<file path="config.mk">
export PLATFORM = sky130hd
export DESIGN_NAME = ping_pong_acquire_transmit
export DESIGN_NICKNAME = d
export VERILOG_FILES = /design/src/rtl/core/ppat_pkg.sv /design/src/rtl/core/ping_pong_acquire_transmit.sv /design/src/rtl/core/ppat_store.sv /design/src/rtl/core/ppat_result_queue.sv
export SDC_FILE = /design/constraint.sdc
export NUM_CORES = 1
export LEC_CHECK = 0
export BUFFER_PORTS_ARGS = -buffer_cell sky130_fd_sc_hd__buf_2
export CORE_MARGIN = 2
export CORE_UTILIZATION = 60
export CTS_CLUSTER_SIZE = 25
export DETAILED_ROUTE_END_ITERATION = 12
export PLACE_DENSITY = 0.8
export SLEW_MARGIN = 25
export SYNTH_ARGS = -nofsm -noshare
export SYNTH_HDL_FRONTEND = slang
export SYNTH_SLANG_ARGS = --single-unit
</file>
<file path="constraint.sdc">
create_clock -name clock -period 7.1 [get_ports clock]
set_input_delay 0.71 -clock clock [delete_from_list [all_inputs] [get_ports clock]]
set_output_delay 0.71 -clock clock [all_outputs]
set_load 0.1 [all_outputs]
</file>
<file path="src/rtl/core/ppat_pkg.sv">
// Shared constants and types of the ping-pong acquire and transmit sequencer.
`timescale 1ns / 1ps

package ppat_pkg;

   localparam int SAMPLES_PER_BUFFER = 16;
   localparam int SAMPLE_BITS        = 32;
   localparam int STORE_DEPTH        = 2 * SAMPLES_PER_BUFFER;
   localparam int STORE_ADDR_BITS    = $clog2(STORE_DEPTH);
   localparam int COUNT_BITS         = $clog2(SAMPLES_PER_BUFFER + 1);
   localparam int QUEUE_DEPTH        = 4;

   localparam logic [1:0] OP_START  = 2'd0;
   localparam logic [1:0] OP_SAMPLE = 2'd1;
   localparam logic [1:0] OP_SLOT   = 2'd2;

   localparam logic [2:0] KIND_READ   = 3'd0;
   localparam logic [2:0] KIND_HEADER = 3'd1;
   localparam logic [2:0] KIND_WORD   = 3'd2;
   localparam logic [2:0] KIND_END    = 3'd3;
   localparam logic [2:0] KIND_STOP   = 3'd4;
   localparam logic [2:0] KIND_DONE   = 3'd5;
   localparam logic [2:0] KIND_DROP   = 3'd6;

   typedef struct packed {
      logic [2:0]  kind;
      logic [31:0] word_out;
      logic        buffer_id;
      logic        last_of_run;
   } result_type;

   typedef struct packed {
      logic [1:0] count;
      result_type first;
      result_type second;
   } queue_push_type;

endpackage

</file>
<file path="src/rtl/core/ping_pong_acquire_transmit.sv">
// Top level of the ping-pong acquire and transmit sequencer.
//
//   channel   ports                               direction   handshake
//   request   req_op, req_sample_word             in          req_valid / req_stall
//   response  rsp_kind, rsp_word_out,             out         rsp_valid / rsp_stall
//             rsp_buffer_id, rsp_last_of_run
//   csr       csr_write_data (total_buffers)      in          csr_write_enable
//
// One request beat is taken every cycle while req_stall is low; sequencing state
// updates in the cycle of acceptance and the sample RAM is read or written in that
// same cycle. A response beat passes through the s1_ff pending register and the
// result queue before it can be taken; the queue releases one beat per cycle
// while rsp_stall is low. A request that causes two beats fills the queue faster
// than it drains, so under a long run of such requests req_stall holds acceptance.
// Reset is synchronous; the sample RAM is not cleared and needs no sweep.
// A stalled response side holds requests once the result queue is nearly full.
`timescale 1ns / 1ps

module ping_pong_acquire_transmit import ppat_pkg::*; (
   input  logic        clock,
   input  logic        reset,
   input  logic        req_valid,
   output logic        req_stall,
   input  logic [1:0]  req_op,
   input  logic [31:0] req_sample_word,
   output logic        rsp_valid,
   input  logic        rsp_stall,
   output logic [2:0]  rsp_kind,
   output logic [31:0] rsp_word_out,
   output logic        rsp_buffer_id,
   output logic        rsp_last_of_run,
   input  logic        csr_write_enable,
   input  logic [15:0] csr_write_data
);

   typedef enum logic [2:0] {
      PH_IDLE,
      PH_FILL,
      PH_OVERLAP,
      PH_FINAL,
      PH_CLOSING
   } phase_type;

   typedef struct packed {
      logic [1:0] count;
      logic [2:0] kind0;
      logic       buf0;
      logic       word_first;
      logic [2:0] kind1;
      logic       buf1;
   } pending_type;

   phase_type               phase_ff, phase_in;
   logic                    sel_ff, sel_in;
   logic [COUNT_BITS-1:0]   fill_ff, fill_in;
   logic [COUNT_BITS-1:0]   send_ff, send_in;
   logic [15:0]             done_ff, done_in;
   logic [15:0]             total_ff;
   logic                    s1_valid_ff, s1_valid_in;
   pending_type             s1_ff, s1_in;

   logic                       req_accept;
   logic                       queue_room;
   logic                       s1_move;
   logic [COUNT_BITS-1:0]      fill_next;
   logic [15:0]                done_inc;
   logic                       mem_we, mem_re;
   logic                       read_buf;
   logic [STORE_ADDR_BITS-1:0] mem_waddr, mem_raddr;
   logic [SAMPLE_BITS-1:0]     mem_rdata;
   queue_push_type             push;
   result_type                 head;

   assign s1_move    = s1_valid_ff && queue_room;
   assign req_stall  = s1_valid_ff && !queue_room;
   assign req_accept = req_valid && !req_stall;

   assign done_inc  = (done_ff != 16'hFFFF) ? done_ff + 16'd1 : done_ff;
   assign mem_waddr = sel_ff ? STORE_ADDR_BITS'(SAMPLES_PER_BUFFER) + STORE_ADDR_BITS'(fill_ff)
                             : STORE_ADDR_BITS'(fill_ff);
   assign mem_raddr = read_buf ? STORE_ADDR_BITS'(SAMPLES_PER_BUFFER) + STORE_ADDR_BITS'(send_ff)
                               : STORE_ADDR_BITS'(send_ff);

   always_comb begin
      phase_in  = phase_ff;
      sel_in    = sel_ff;
      fill_in   = fill_ff;
      send_in   = send_ff;
      done_in   = done_ff;
      s1_in     = '0;
      mem_we    = 1'b0;
      mem_re    = 1'b0;
      read_buf  = sel_ff;
      fill_next = fill_ff;
      if (req_accept) begin
         unique case (req_op)
            OP_START: begin
               if (phase_ff == PH_IDLE) begin
                  sel_in      = 1'b0;
                  fill_in     = '0;
                  send_in     = '0;
                  done_in     = '0;
                  phase_in    = PH_FILL;
                  s1_in.count = 2'd1;
                  s1_in.kind0 = KIND_READ;
               end
            end
            OP_SAMPLE: begin
               if (phase_ff == PH_FILL) begin
                  if (fill_ff < COUNT_BITS'(SAMPLES_PER_BUFFER)) begin
                     mem_we    = 1'b1;
                     fill_next = fill_ff + COUNT_BITS'(1);
                  end
                  fill_in = fill_next;
                  if (fill_next >= COUNT_BITS'(SAMPLES_PER_BUFFER)) begin
                     done_in = done_inc;
                     send_in = '0;
                     if (done_inc >= total_ff) begin
                        s1_in.count = 2'd2;
                        s1_in.kind0 = KIND_STOP;
                        s1_in.buf0  = sel_ff;
                        s1_in.kind1 = KIND_HEADER;
                        s1_in.buf1  = sel_ff;
                        phase_in    = PH_FINAL;
                     end else begin
                        s1_in.count = 2'd1;
                        s1_in.kind0 = KIND_HEADER;
                        s1_in.buf0  = sel_ff;
                        sel_in      = !sel_ff;
                        fill_in     = '0;
                        phase_in    = PH_OVERLAP;
                     end
                  end
               end else if (phase_ff == PH_OVERLAP) begin
                  if (fill_ff < COUNT_BITS'(SAMPLES_PER_BUFFER)) begin
                     mem_we  = 1'b1;
                     fill_in = fill_ff + COUNT_BITS'(1);
                  end else begin
                     s1_in.count = 2'd1;
                     s1_in.kind0 = KIND_DROP;
                     s1_in.buf0  = sel_ff;
                  end
               end
            end
            OP_SLOT: begin
               if (phase_ff == PH_OVERLAP) begin
                  read_buf         = !sel_ff;
                  mem_re           = 1'b1;
                  send_in          = send_ff + COUNT_BITS'(1);
                  s1_in.count      = 2'd1;
                  s1_in.kind0      = KIND_WORD;
                  s1_in.buf0       = !sel_ff;
                  s1_in.word_first = 1'b1;
                  if (send_in >= COUNT_BITS'(SAMPLES_PER_BUFFER)) begin
                     s1_in.count = 2'd2;
                     s1_in.kind1 = KIND_END;
                     s1_in.buf1  = !sel_ff;
                     phase_in    = PH_FILL;
                  end
               end else if (phase_ff == PH_FINAL) begin
                  mem_re           = 1'b1;
                  send_in          = send_ff + COUNT_BITS'(1);
                  s1_in.count      = 2'd1;
                  s1_in.kind0      = KIND_WORD;
                  s1_in.buf0       = sel_ff;
                  s1_in.word_first = 1'b1;
                  if (send_in >= COUNT_BITS'(SAMPLES_PER_BUFFER)) begin
                     phase_in = PH_CLOSING;
                  end
               end else if (phase_ff == PH_CLOSING) begin
                  s1_in.count = 2'd2;
                  s1_in.kind0 = KIND_END;
                  s1_in.buf0  = sel_ff;
                  s1_in.kind1 = KIND_DONE;
                  phase_in    = PH_IDLE;
               end
            end
            default: begin
            end
         endcase
      end
      s1_valid_in = req_accept ? (s1_in.count != 2'd0) : (s1_valid_ff && !queue_room);
   end

   always_ff @(posedge clock) begin
      if (reset) begin
         phase_ff    <= PH_IDLE;
         sel_ff      <= 1'b0;
         fill_ff     <= '0;
         send_ff     <= '0;
         done_ff     <= '0;
         total_ff    <= 16'd1;
         s1_valid_ff <= 1'b0;
      end else begin
         phase_ff    <= phase_in;
         sel_ff      <= sel_in;
         fill_ff     <= fill_in;
         send_ff     <= send_in;
         done_ff     <= done_in;
         s1_valid_ff <= s1_valid_in;
         if (csr_write_enable) begin
            total_ff <= csr_write_data;
         end
      end
   end

   always_ff @(posedge clock) begin
      if (req_accept) begin
         s1_ff <= s1_in;
      end
   end

   ppat_store #(
      .WIDTH (SAMPLE_BITS),
      .DEPTH (STORE_DEPTH)
   ) u_store (
      .clock         (clock),
      .write_enable  (mem_we),
      .write_address (mem_waddr),
      .write_data    (SAMPLE_BITS'(req_sample_word)),
      .read_enable   (mem_re),
      .read_address  (mem_raddr),
      .read_data     (mem_rdata)
   );

   always_comb begin
      push.count              = s1_move ? s1_ff.count : 2'd0;
      push.first.kind         = s1_ff.kind0;
      push.first.word_out     = s1_ff.word_first ? 32'(mem_rdata) : 32'd0;
      push.first.buffer_id    = s1_ff.buf0;
      push.first.last_of_run  = (s1_ff.count == 2'd1);
      push.second.kind        = s1_ff.kind1;
      push.second.word_out    = 32'd0;
      push.second.buffer_id   = s1_ff.buf1;
      push.second.last_of_run = 1'b1;
   end

   ppat_result_queue u_queue (
      .clock     (clock),
      .reset     (reset),
      .push      (push),
      .room      (queue_room),
      .out_valid (rsp_valid),
      .out_stall (rsp_stall),
      .head      (head)
   );

   assign rsp_kind        = head.kind;
   assign rsp_word_out    = head.word_out;
   assign rsp_buffer_id   = head.buffer_id;
   assign rsp_last_of_run = head.last_of_run;

endmodule

</file>
<file path="src/rtl/core/ppat_store.sv">
// Simple dual-port synchronous RAM with a registered read port.
`timescale 1ns / 1ps

module ppat_store #(
   parameter int WIDTH = 32,
   parameter int DEPTH = 32
) (
   input  logic                     clock,
   input  logic                     write_enable,
   input  logic [$clog2(DEPTH)-1:0] write_address,
   input  logic [WIDTH-1:0]         write_data,
   input  logic                     read_enable,
   input  logic [$clog2(DEPTH)-1:0] read_address,
   output logic [WIDTH-1:0]         read_data
);

   logic [WIDTH-1:0] mem [DEPTH];
   logic [WIDTH-1:0] read_data_ff;

   always_ff @(posedge clock) begin
      if (write_enable) begin
         mem[write_address] <= write_data;
      end
      if (read_enable) begin
         read_data_ff <= mem[read_address];
      end
   end

   assign read_data = read_data_ff;

endmodule

</file>
<file path="src/rtl/core/ppat_result_queue.sv">
// Small result queue that takes up to two beats per cycle and releases one while out_stall is low.
`timescale 1ns / 1ps

module ppat_result_queue import ppat_pkg::*; (
   input  logic           clock,
   input  logic           reset,
   input  queue_push_type push,
   output logic           room,
   output logic           out_valid,
   input  logic           out_stall,
   output result_type     head
);

   localparam int PTR_BITS = $clog2(QUEUE_DEPTH);
   localparam int CNT_BITS = $clog2(QUEUE_DEPTH + 1);

   result_type            entries_ff [QUEUE_DEPTH];
   logic [PTR_BITS-1:0]   wr_ptr_ff, wr_ptr_in;
   logic [PTR_BITS-1:0]   rd_ptr_ff, rd_ptr_in;
   logic [CNT_BITS-1:0]   count_ff, count_in;
   logic                  pop;

   assign out_valid = (count_ff != '0);
   assign pop       = out_valid && !out_stall;
   assign room      = (count_ff <= CNT_BITS'(QUEUE_DEPTH - 2));
   assign head      = entries_ff[rd_ptr_ff];

   always_comb begin
      wr_ptr_in = wr_ptr_ff + PTR_BITS'(push.count);
      rd_ptr_in = rd_ptr_ff + PTR_BITS'(pop);
      count_in  = count_ff + CNT_BITS'(push.count) - CNT_BITS'(pop);
   end

   always_ff @(posedge clock) begin
      if (reset) begin
         wr_ptr_ff <= '0;
         rd_ptr_ff <= '0;
         count_ff  <= '0;
      end else begin
         wr_ptr_ff <= wr_ptr_in;
         rd_ptr_ff <= rd_ptr_in;
         count_ff  <= count_in;
      end
   end

   always_ff @(posedge clock) begin
      if (push.count != 2'd0) begin
         entries_ff[wr_ptr_ff] <= push.first;
      end
      if (push.count == 2'd2) begin
         entries_ff[wr_ptr_ff + PTR_BITS'(1)] <= push.second;
      end
   end

endmodule

</file>
==> qor.txt, run 1 <==
vias per inst -> 7.26
Relative slew margins -> 24.2%
CTS tree -> done
layout cell share with drive strength beyond 1 -> 24.7%
FF+latch count, synth -> 1269
Mapped Avg Cell Area -> 18.3 sq um
Worst EP arrival -> 4770 ps
CP Class -> in2reg
CTS Hold Bufs -> 0
port bufs -> 93
post-DP HPWL -> 74.9 mm
Mapped Nets -> 2830
Total GRT Usage -> 31.2%
P&R area growth vs syn -> 12.5%
Nets -> 2907
Post-CTS Setup Inserts -> 0
Layout Skew -> 31.0 ps
initial core utilization -> 60.8%
die height -> 293 um
minimum hold slack -> 231 ps
ys async rst share -> 0%
register area share after synthesis -> 72.3%
die width -> 293 um
vias -> 29000
Post-synth EDFFs -> 1083
Critical Path Sink Type -> flop
Tightest Hold Check Type -> in2reg
Clock Pin Slew Worst Setup and Hold Paths -> 80 ps
Ports -> 94
Least-Margin Pin Slew -> 1140 ps
number of global-route vias before repair -> 27900
Peak VDD IR -> 0.366 mV
Root Buffer -> clkbuf_16
H-tree Lvls -> 3
synthesized area -> 0.0501 sq mm
CTS Sinks -> 1269
crit start category -> primary input
DR iter-0 viols -> 4744
ys flop type -> edfxtp_1
RePlAce Congestion -> 0.887
most frequent cells in the layout -> 1083 x edfxtp_1, 293 x mux4_2, 182 x dfxtp_1
Final ANT Viol Nets -> 0
DRT Pass-1 Iters -> 7
Gate Count Post-Synth -> 2742
unrepaired setup endpoints after global routing -> no
core area -> 0.0824 sq mm
post-layout min period -> 4290 ps
Fmax -> 0.233 GHz
Fillers -> 4808
Setup WS post-layout -> 2810 ps
largest net degree at the start of global routing -> 153
Distinct cells, synth -> 77
CTS Buf Count -> 117
global-route wire length before repair -> 194 mm
Final Slew Violations -> 0
Final Hold Viols -> 0
cts repair resizes -> 0
drt drc -> 0
top fanout value on the critical path -> 64
final wirelength -> 136 mm
Setup TNS Final -> 0 ps
later-pin clock latency in the skew report -> 700 ps
required time of the worst setup path -> 7580 ps
Final Cycle Share -> 60.4%
final setup fails -> 0
Max Cap Viol -> 0
Place WS -> 2510 ps
leakage -> 0.0178 uW
power per cell area -> 291 mW/mm^2
row count -> 105
full die area -> 0.0859 sq mm
total grt overflow -> 0
yosys warns -> 0
worst-case clock buffer depth -> 3
initial antenna violation count -> 9
commonest non-fill, non-tap cell in the layout -> edfxtp_1
routed len/inst -> 34.1 um
status -> completed
==> registers in the layout, summed over array words and instances, names as in the netlist, 5 cells and up <==
register	count
done_ff	16
send_ff	5
push	8
u_store.mem	1024
fill_ff	5
u_store.read_data	32
u_queue.entries_ff	148
total_ff	16
==> Yosys cell counts, types with 11 or more instances <==
| cell type | number | area [sq um] |
|---|---|---|
| o221ai_1 | 33 | 289 |
| buf_2 | 41 | 205 |
| a22o_1 | 17 | 149 |
| nand2b_1 | 18 | 113 |
| nand4_1 | 16 | 100 |
| o21ai_0 | 79 | 395 |
| inv_1 | 35 | 131 |
| mux4_2 | 293 | 6600 |
| nor3_1 | 13 | 65.1 |
| dfxtp_1 | 186 | 3720 |
| edfxtp_1 | 1083 | 32500 |
| a211oi_1 | 92 | 691 |
| and3_1 | 71 | 444 |
| o22ai_1 | 66 | 413 |
| buf_1 | 17 | 63.8 |
| clkbuf_1 | 118 | 443 |
| xnor2_1 | 18 | 158 |
| mux2i_1 | 23 | 230 |
| nor2_1 | 74 | 278 |
| or3_1 | 11 | 68.8 |
| a21oi_1 | 37 | 185 |
| o221ai_2 | 31 | 465 |
| ha_1 | 32 | 400 |
| nand2_1 | 133 | 499 |
| nand3_1 | 84 | 420 |
==> worst paths after layout <==
kind,start,to,slack [ps],cells past startpoint
hold / removal,csr_write_data[0],total_ff[0],230,2
setup / recovery,req_op[0],u_store.read_data[16],2810,9
setup reg to reg,phase_ff[1],u_store.read_data[16],2810,6
hold reg to reg,u_queue.entries_ff[2][18],u_queue.entries_ff[2][18],470,2
==> kinds of logic (layout without fill, tap and decap cells) <==
family	count (synthesis)	count (layout)	synth area share, %
flip-flops	1269	1269	72.3
multiplexers	322	322	13.8
adder cells (fa/ha/maj)	33	33	0.839
other	0	3	0
AO/OA/AOI/OAI	399	399	5.95
buffers and inverters	224	403	1.96
XOR/XNOR	23	23	0.402
AND/OR/NAND/NOR	472	472	4.77
==> routing by layer <==
metal	global-route usage [%]	up-vias	share of wire, %
li1	-	11400	-
met1	43.3	14600	35
met2	48.8	2621	47
met3	8.31	401	14
met4	10.3	8	3.8
met5	0	-	0.035
==> worst max-delay path, cell delays in order <==
cell and delay (ps):
buf_2 120, inv_1 80, ha_1 400, nand4bb_1 410, or4_4 850, nand2_4 610, buf_4 780, a211oi_1 290
a211oi_1 390
==> power breakdown <==
group          switching [uW]  internal [uW]
Sequential               65.2           8160
Combinational            1110            471
Clock                    2850           3750
==> stage by stage <==
step           instances  power [uW]  utilization, %  instance area [sq um]
6_report            3994       16400            68.4                  56400
5_1_grt             3993       16700            68.4                  56400
4_1_cts             3981       16400            68.1                  56100
3_5_place_dp        3760        9950            63.2                  52100
3_3_place_gp        3742        9910            62.6                  51600
2_1_floorplan       2742        9580               -                  50100
==> area by class of cell <==
class                      count  area [sq um]  share of cell area (%)
inverter                      36           135                   0.240
clock inverter                77           878                    1.56
timing repair buffer         146          1450                    2.57
clock buffer                 144          3110                    5.52
tap                         1070          1340                    2.38
antenna                        3          7.51                  0.0133
sequential                  1269         36300                    64.3
multi-input combinational   1249         13200                    23.4
Note: power is estimated with default switching activity, not from simulation.
==> run 2: changes to the inputs <==
--- a/config.mk
+++ b/config.mk
@@ -7,10 +7,10 @@
 export LEC_CHECK = 0
 export BUFFER_PORTS_ARGS = -buffer_cell sky130_fd_sc_hd__buf_2
 export CORE_MARGIN = 2
-export CORE_UTILIZATION = 60
+export CORE_UTILIZATION = 56
 export CTS_CLUSTER_SIZE = 25
 export DETAILED_ROUTE_END_ITERATION = 12
-export PLACE_DENSITY = 0.8
+export PLACE_DENSITY = 0.78
 export SLEW_MARGIN = 25
 export SYNTH_ARGS = -nofsm -noshare
 export SYNTH_HDL_FRONTEND = slang
==> constraint.sdc (replaced) <==
create_clock -name clock -period 3.9 [get_ports clock]
set_input_delay 0.39 -clock clock [delete_from_list [all_inputs] [get_ports clock]]
set_output_delay 0.39 -clock clock [all_outputs]
set_load 0.1 [all_outputs]
==> run 2 against run 1 <==
Largest power group unchanged. Register-to-register slack got worse by 2500 ps. Final cell count is 3.7% higher. Sequential cell count unchanged. Worst hold slack worse by 69 ps. Power rose by 76%. Count of clock-buffer cells in the layout shrank 2.
==> qor.txt, run 2 (synthesis gave the netlist of run 1 again) <==
Layout Skew -> 54.8 ps (+23.7 ps)
Top reg by flops -> u_store.mem
global-route wire length before repair -> 186 mm (-4.3%)
Logic pwr share -> 9.4% (-0.2 points)
CP Buf/Inv Count -> 0 (-3)
Nets -> 2962 (+1.9%)
post-route cell area -> 0.0564 sq mm (about the same)
Clock Power Share -> 38.5% (-1.7 points)
Relative slew margins -> 31.2% (+7.0 points)
number of global-route vias before repair -> 28200 (+1.1%)
Tightest Hold Check Type -> in2reg
DR top layer -> met4
CTS Sinks -> 1269 (unchanged)
Levels on crit path -> 10 (+1)
required time of the worst setup path -> 4430 ps (-3150 ps)
vias -> 28300 (-2.5%)
initial antenna violation count -> 5 (-4)
core area -> 0.0885 sq mm (+7.5%)
layout cell share with drive strength beyond 1 -> 25.5% (+0.80 points)
post-place instance area -> 0.0525 sq mm (+0.70%)
Total GRT Usage -> 27.9% (-3.3 points)
r2r endpoint -> fill_ff[2]
Final Slew Violations -> 0 (unchanged)
post-DP HPWL -> 66.7 mm (-11%)
Critical Path Sink Type -> flop
initial core utilization -> 56.6% (-4.2 points)
Largest register FFs -> 1024 (unchanged)
row count -> 109 (+3.8%)
H-tree Lvls -> 3 (unchanged)
unrepaired setup endpoints after global routing -> no
FF+latch area -> 0.0363 sq mm (unchanged)
DR iter-0 viols -> 4023 (-15%)
Peak VDD IR -> 0.346 mV (-5.5%)
Clock Pin Slew Worst Setup and Hold Paths -> 70 ps (about the same)
CTS Buf Count -> 116 (-0.85%)
Power Total -> 28900 uW (+76%)
delay-heaviest family, CP -> simple AND/OR/NAND/NOR gates
RePlAce Congestion -> 0.852 (-4.0%)
CTS tree -> done
final setup fails -> 0 (unchanged)
met2 routed WL -> 63.2 mm (-1.6%)
routed len/inst -> 30.8 um (-9.6%)
Least-Margin Pin Slew -> 1030 ps (-105 ps)
max incr delay on CP -> 570 ps (-280 ps)
switching power -> 7000 uW (+74%)
status -> completed
CP Class -> reg2reg
later-pin clock latency in the skew report -> 720 ps (+20 ps)
power per cell area -> 512 mW/mm^2 (+76%)
Fmax -> 0.278 GHz
leakage -> 0.0178 uW (+0.36%)
Ports -> 94 (unchanged)
final wirelength -> 128 mm (-6.3%)
CP endpoint -> fill_ff[2]
vias per inst -> 6.83 (-6.0%)
Reg-to-Reg Start -> done_ff[0]
post-layout util -> 63.7% (-4.8 points)
Final Cycle Share -> 92.3%
crit start category -> flop
Fillers -> 5701 (+19%)
port bufs -> 93 (unchanged)
top fanout value on the critical path -> 7 (-89%)
most used cell along the critical path -> ha_1
drt drc -> 0 (unchanged)
worst-case clock buffer depth -> 3 (unchanged)
full die area -> 0.0919 sq mm (+7.0%)
Max Cap Viol -> 0 (unchanged)
most frequent cells in the layout -> 1083 x edfxtp_1, 293 x mux4_2, 182 x dfxtp_1
Final Hold Viols -> 0 (unchanged)
routed wl met3 -> 13.3 mm (-31%)
post-layout min period -> 3600 ps
P&R area growth vs syn -> 12.4% (about the same)
worst-path cell chain -> ha_1, and4_1, nand4_1, mux2_2, ha_1, nor2b_1, o211a_1, o311a_1, nor4_1, o32ai_1
Root Buffer -> clkbuf_16
Inst Count DP -> 3904 (+3.8%)
total grt overflow -> 0 (unchanged)
Post-Layout Cell Count -> 4143 (+3.7%)
Net Sw Frac -> 24.2% (-0.29 points)
Worst Reg-to-Reg Cells -> 10 (+4)
largest net degree at the start of global routing -> 75 (-51%)
slowest cell on the critical path -> nor4_1
commonest non-fill, non-tap cell in the layout -> edfxtp_1
worst setup path startpoint -> done_ff[0]
met1 WL -> 45.9 mm (-3.3%)
DRT Pass-1 Iters -> 9 (+2)
multi-input logic area -> 0.0132 sq mm (about the same)
die width -> 303 um (+3.5%)
internal power -> 21900 uW (+77%)
Setup TNS Final -> 0 ps (unchanged)
worst reg-to-reg setup slack -> 300 ps (-2510 ps)
Sequential Power Share -> 52.1% (+2.0 points)
Final ANT Viol Nets -> 0 (unchanged)
die height -> 303 um (+3.5%)
Worst EP arrival -> 4130 ps (-640 ps)
==> run 2: layer usage <==
layer	vias to the layer above	global-route usage, %
met4	0	10.6
met2	1928	46.3
li1	11500	-
met1	14500	36.7
met3	373	5.88
met5	-	0
==> run 2: per-stage QoR <==
step	hold slack [ps]	setup WS [ps]
2_1_floorplan	431	435
3_3_place_gp	446	372
3_5_place_dp	450	183
4_1_cts	113	166
5_1_grt	166	79.6
6_report	161	300
==> run 2: area by class of cell <==
| cell class | count | area share (%) |
|---|---|---|
| flip-flops and latches | 1269 | 64.3 |
| clock buffers | 142 | 5.44 |
| clock inverters | 77 | 1.16 |
| multi-input cells | 1249 | 23.4 |
| diodes | 3 | 0.0133 |
| repair buffers | 202 | 2.83 |
| well taps | 1165 | 2.59 |
| inverters | 36 | 0.240 |
==> run 2: power groups by stage <==
| stage | Clock [uW] | Combinational [uW] | Sequential (uW) |
|---|---|---|---|
| after detailed placement | 0 | 2690 | 15300 |
| after floorplan | 0 | 2220 | 15200 |
| after CTS | 11200 | 2720 | 15100 |
| after global routing | 11700 | 2860 | 15100 |
| after global placement | 0 | 2620 | 15300 |
| final | 11100 | 2700 | 15100 |
==> run 2: worst min-delay path by stage <==
stage                             startpoint                       end  slack, ps  cells after the start
finish                    req_sample_word[1]        u_store.mem[31][1]        160                      1
global route              req_sample_word[1]        u_store.mem[31][1]        170                      1
CTS                       req_sample_word[1]        u_store.mem[31][1]        110                      1
detailed placement  u_queue.entries_ff[3][0]  u_queue.entries_ff[3][0]        450                      1
global placement    u_queue.entries_ff[1][0]  u_queue.entries_ff[1][0]        450                      1
floorplan           u_queue.entries_ff[2][0]  u_queue.entries_ff[2][0]        430                      1
==> run 2: what timing repair did <==
action,in CTS,in global routing
hold endpoints to repair,16,0
hold buffers,16,0
setup endpoints to repair,0,5
buffers inserted,0,1
gates resized for setup,0,1
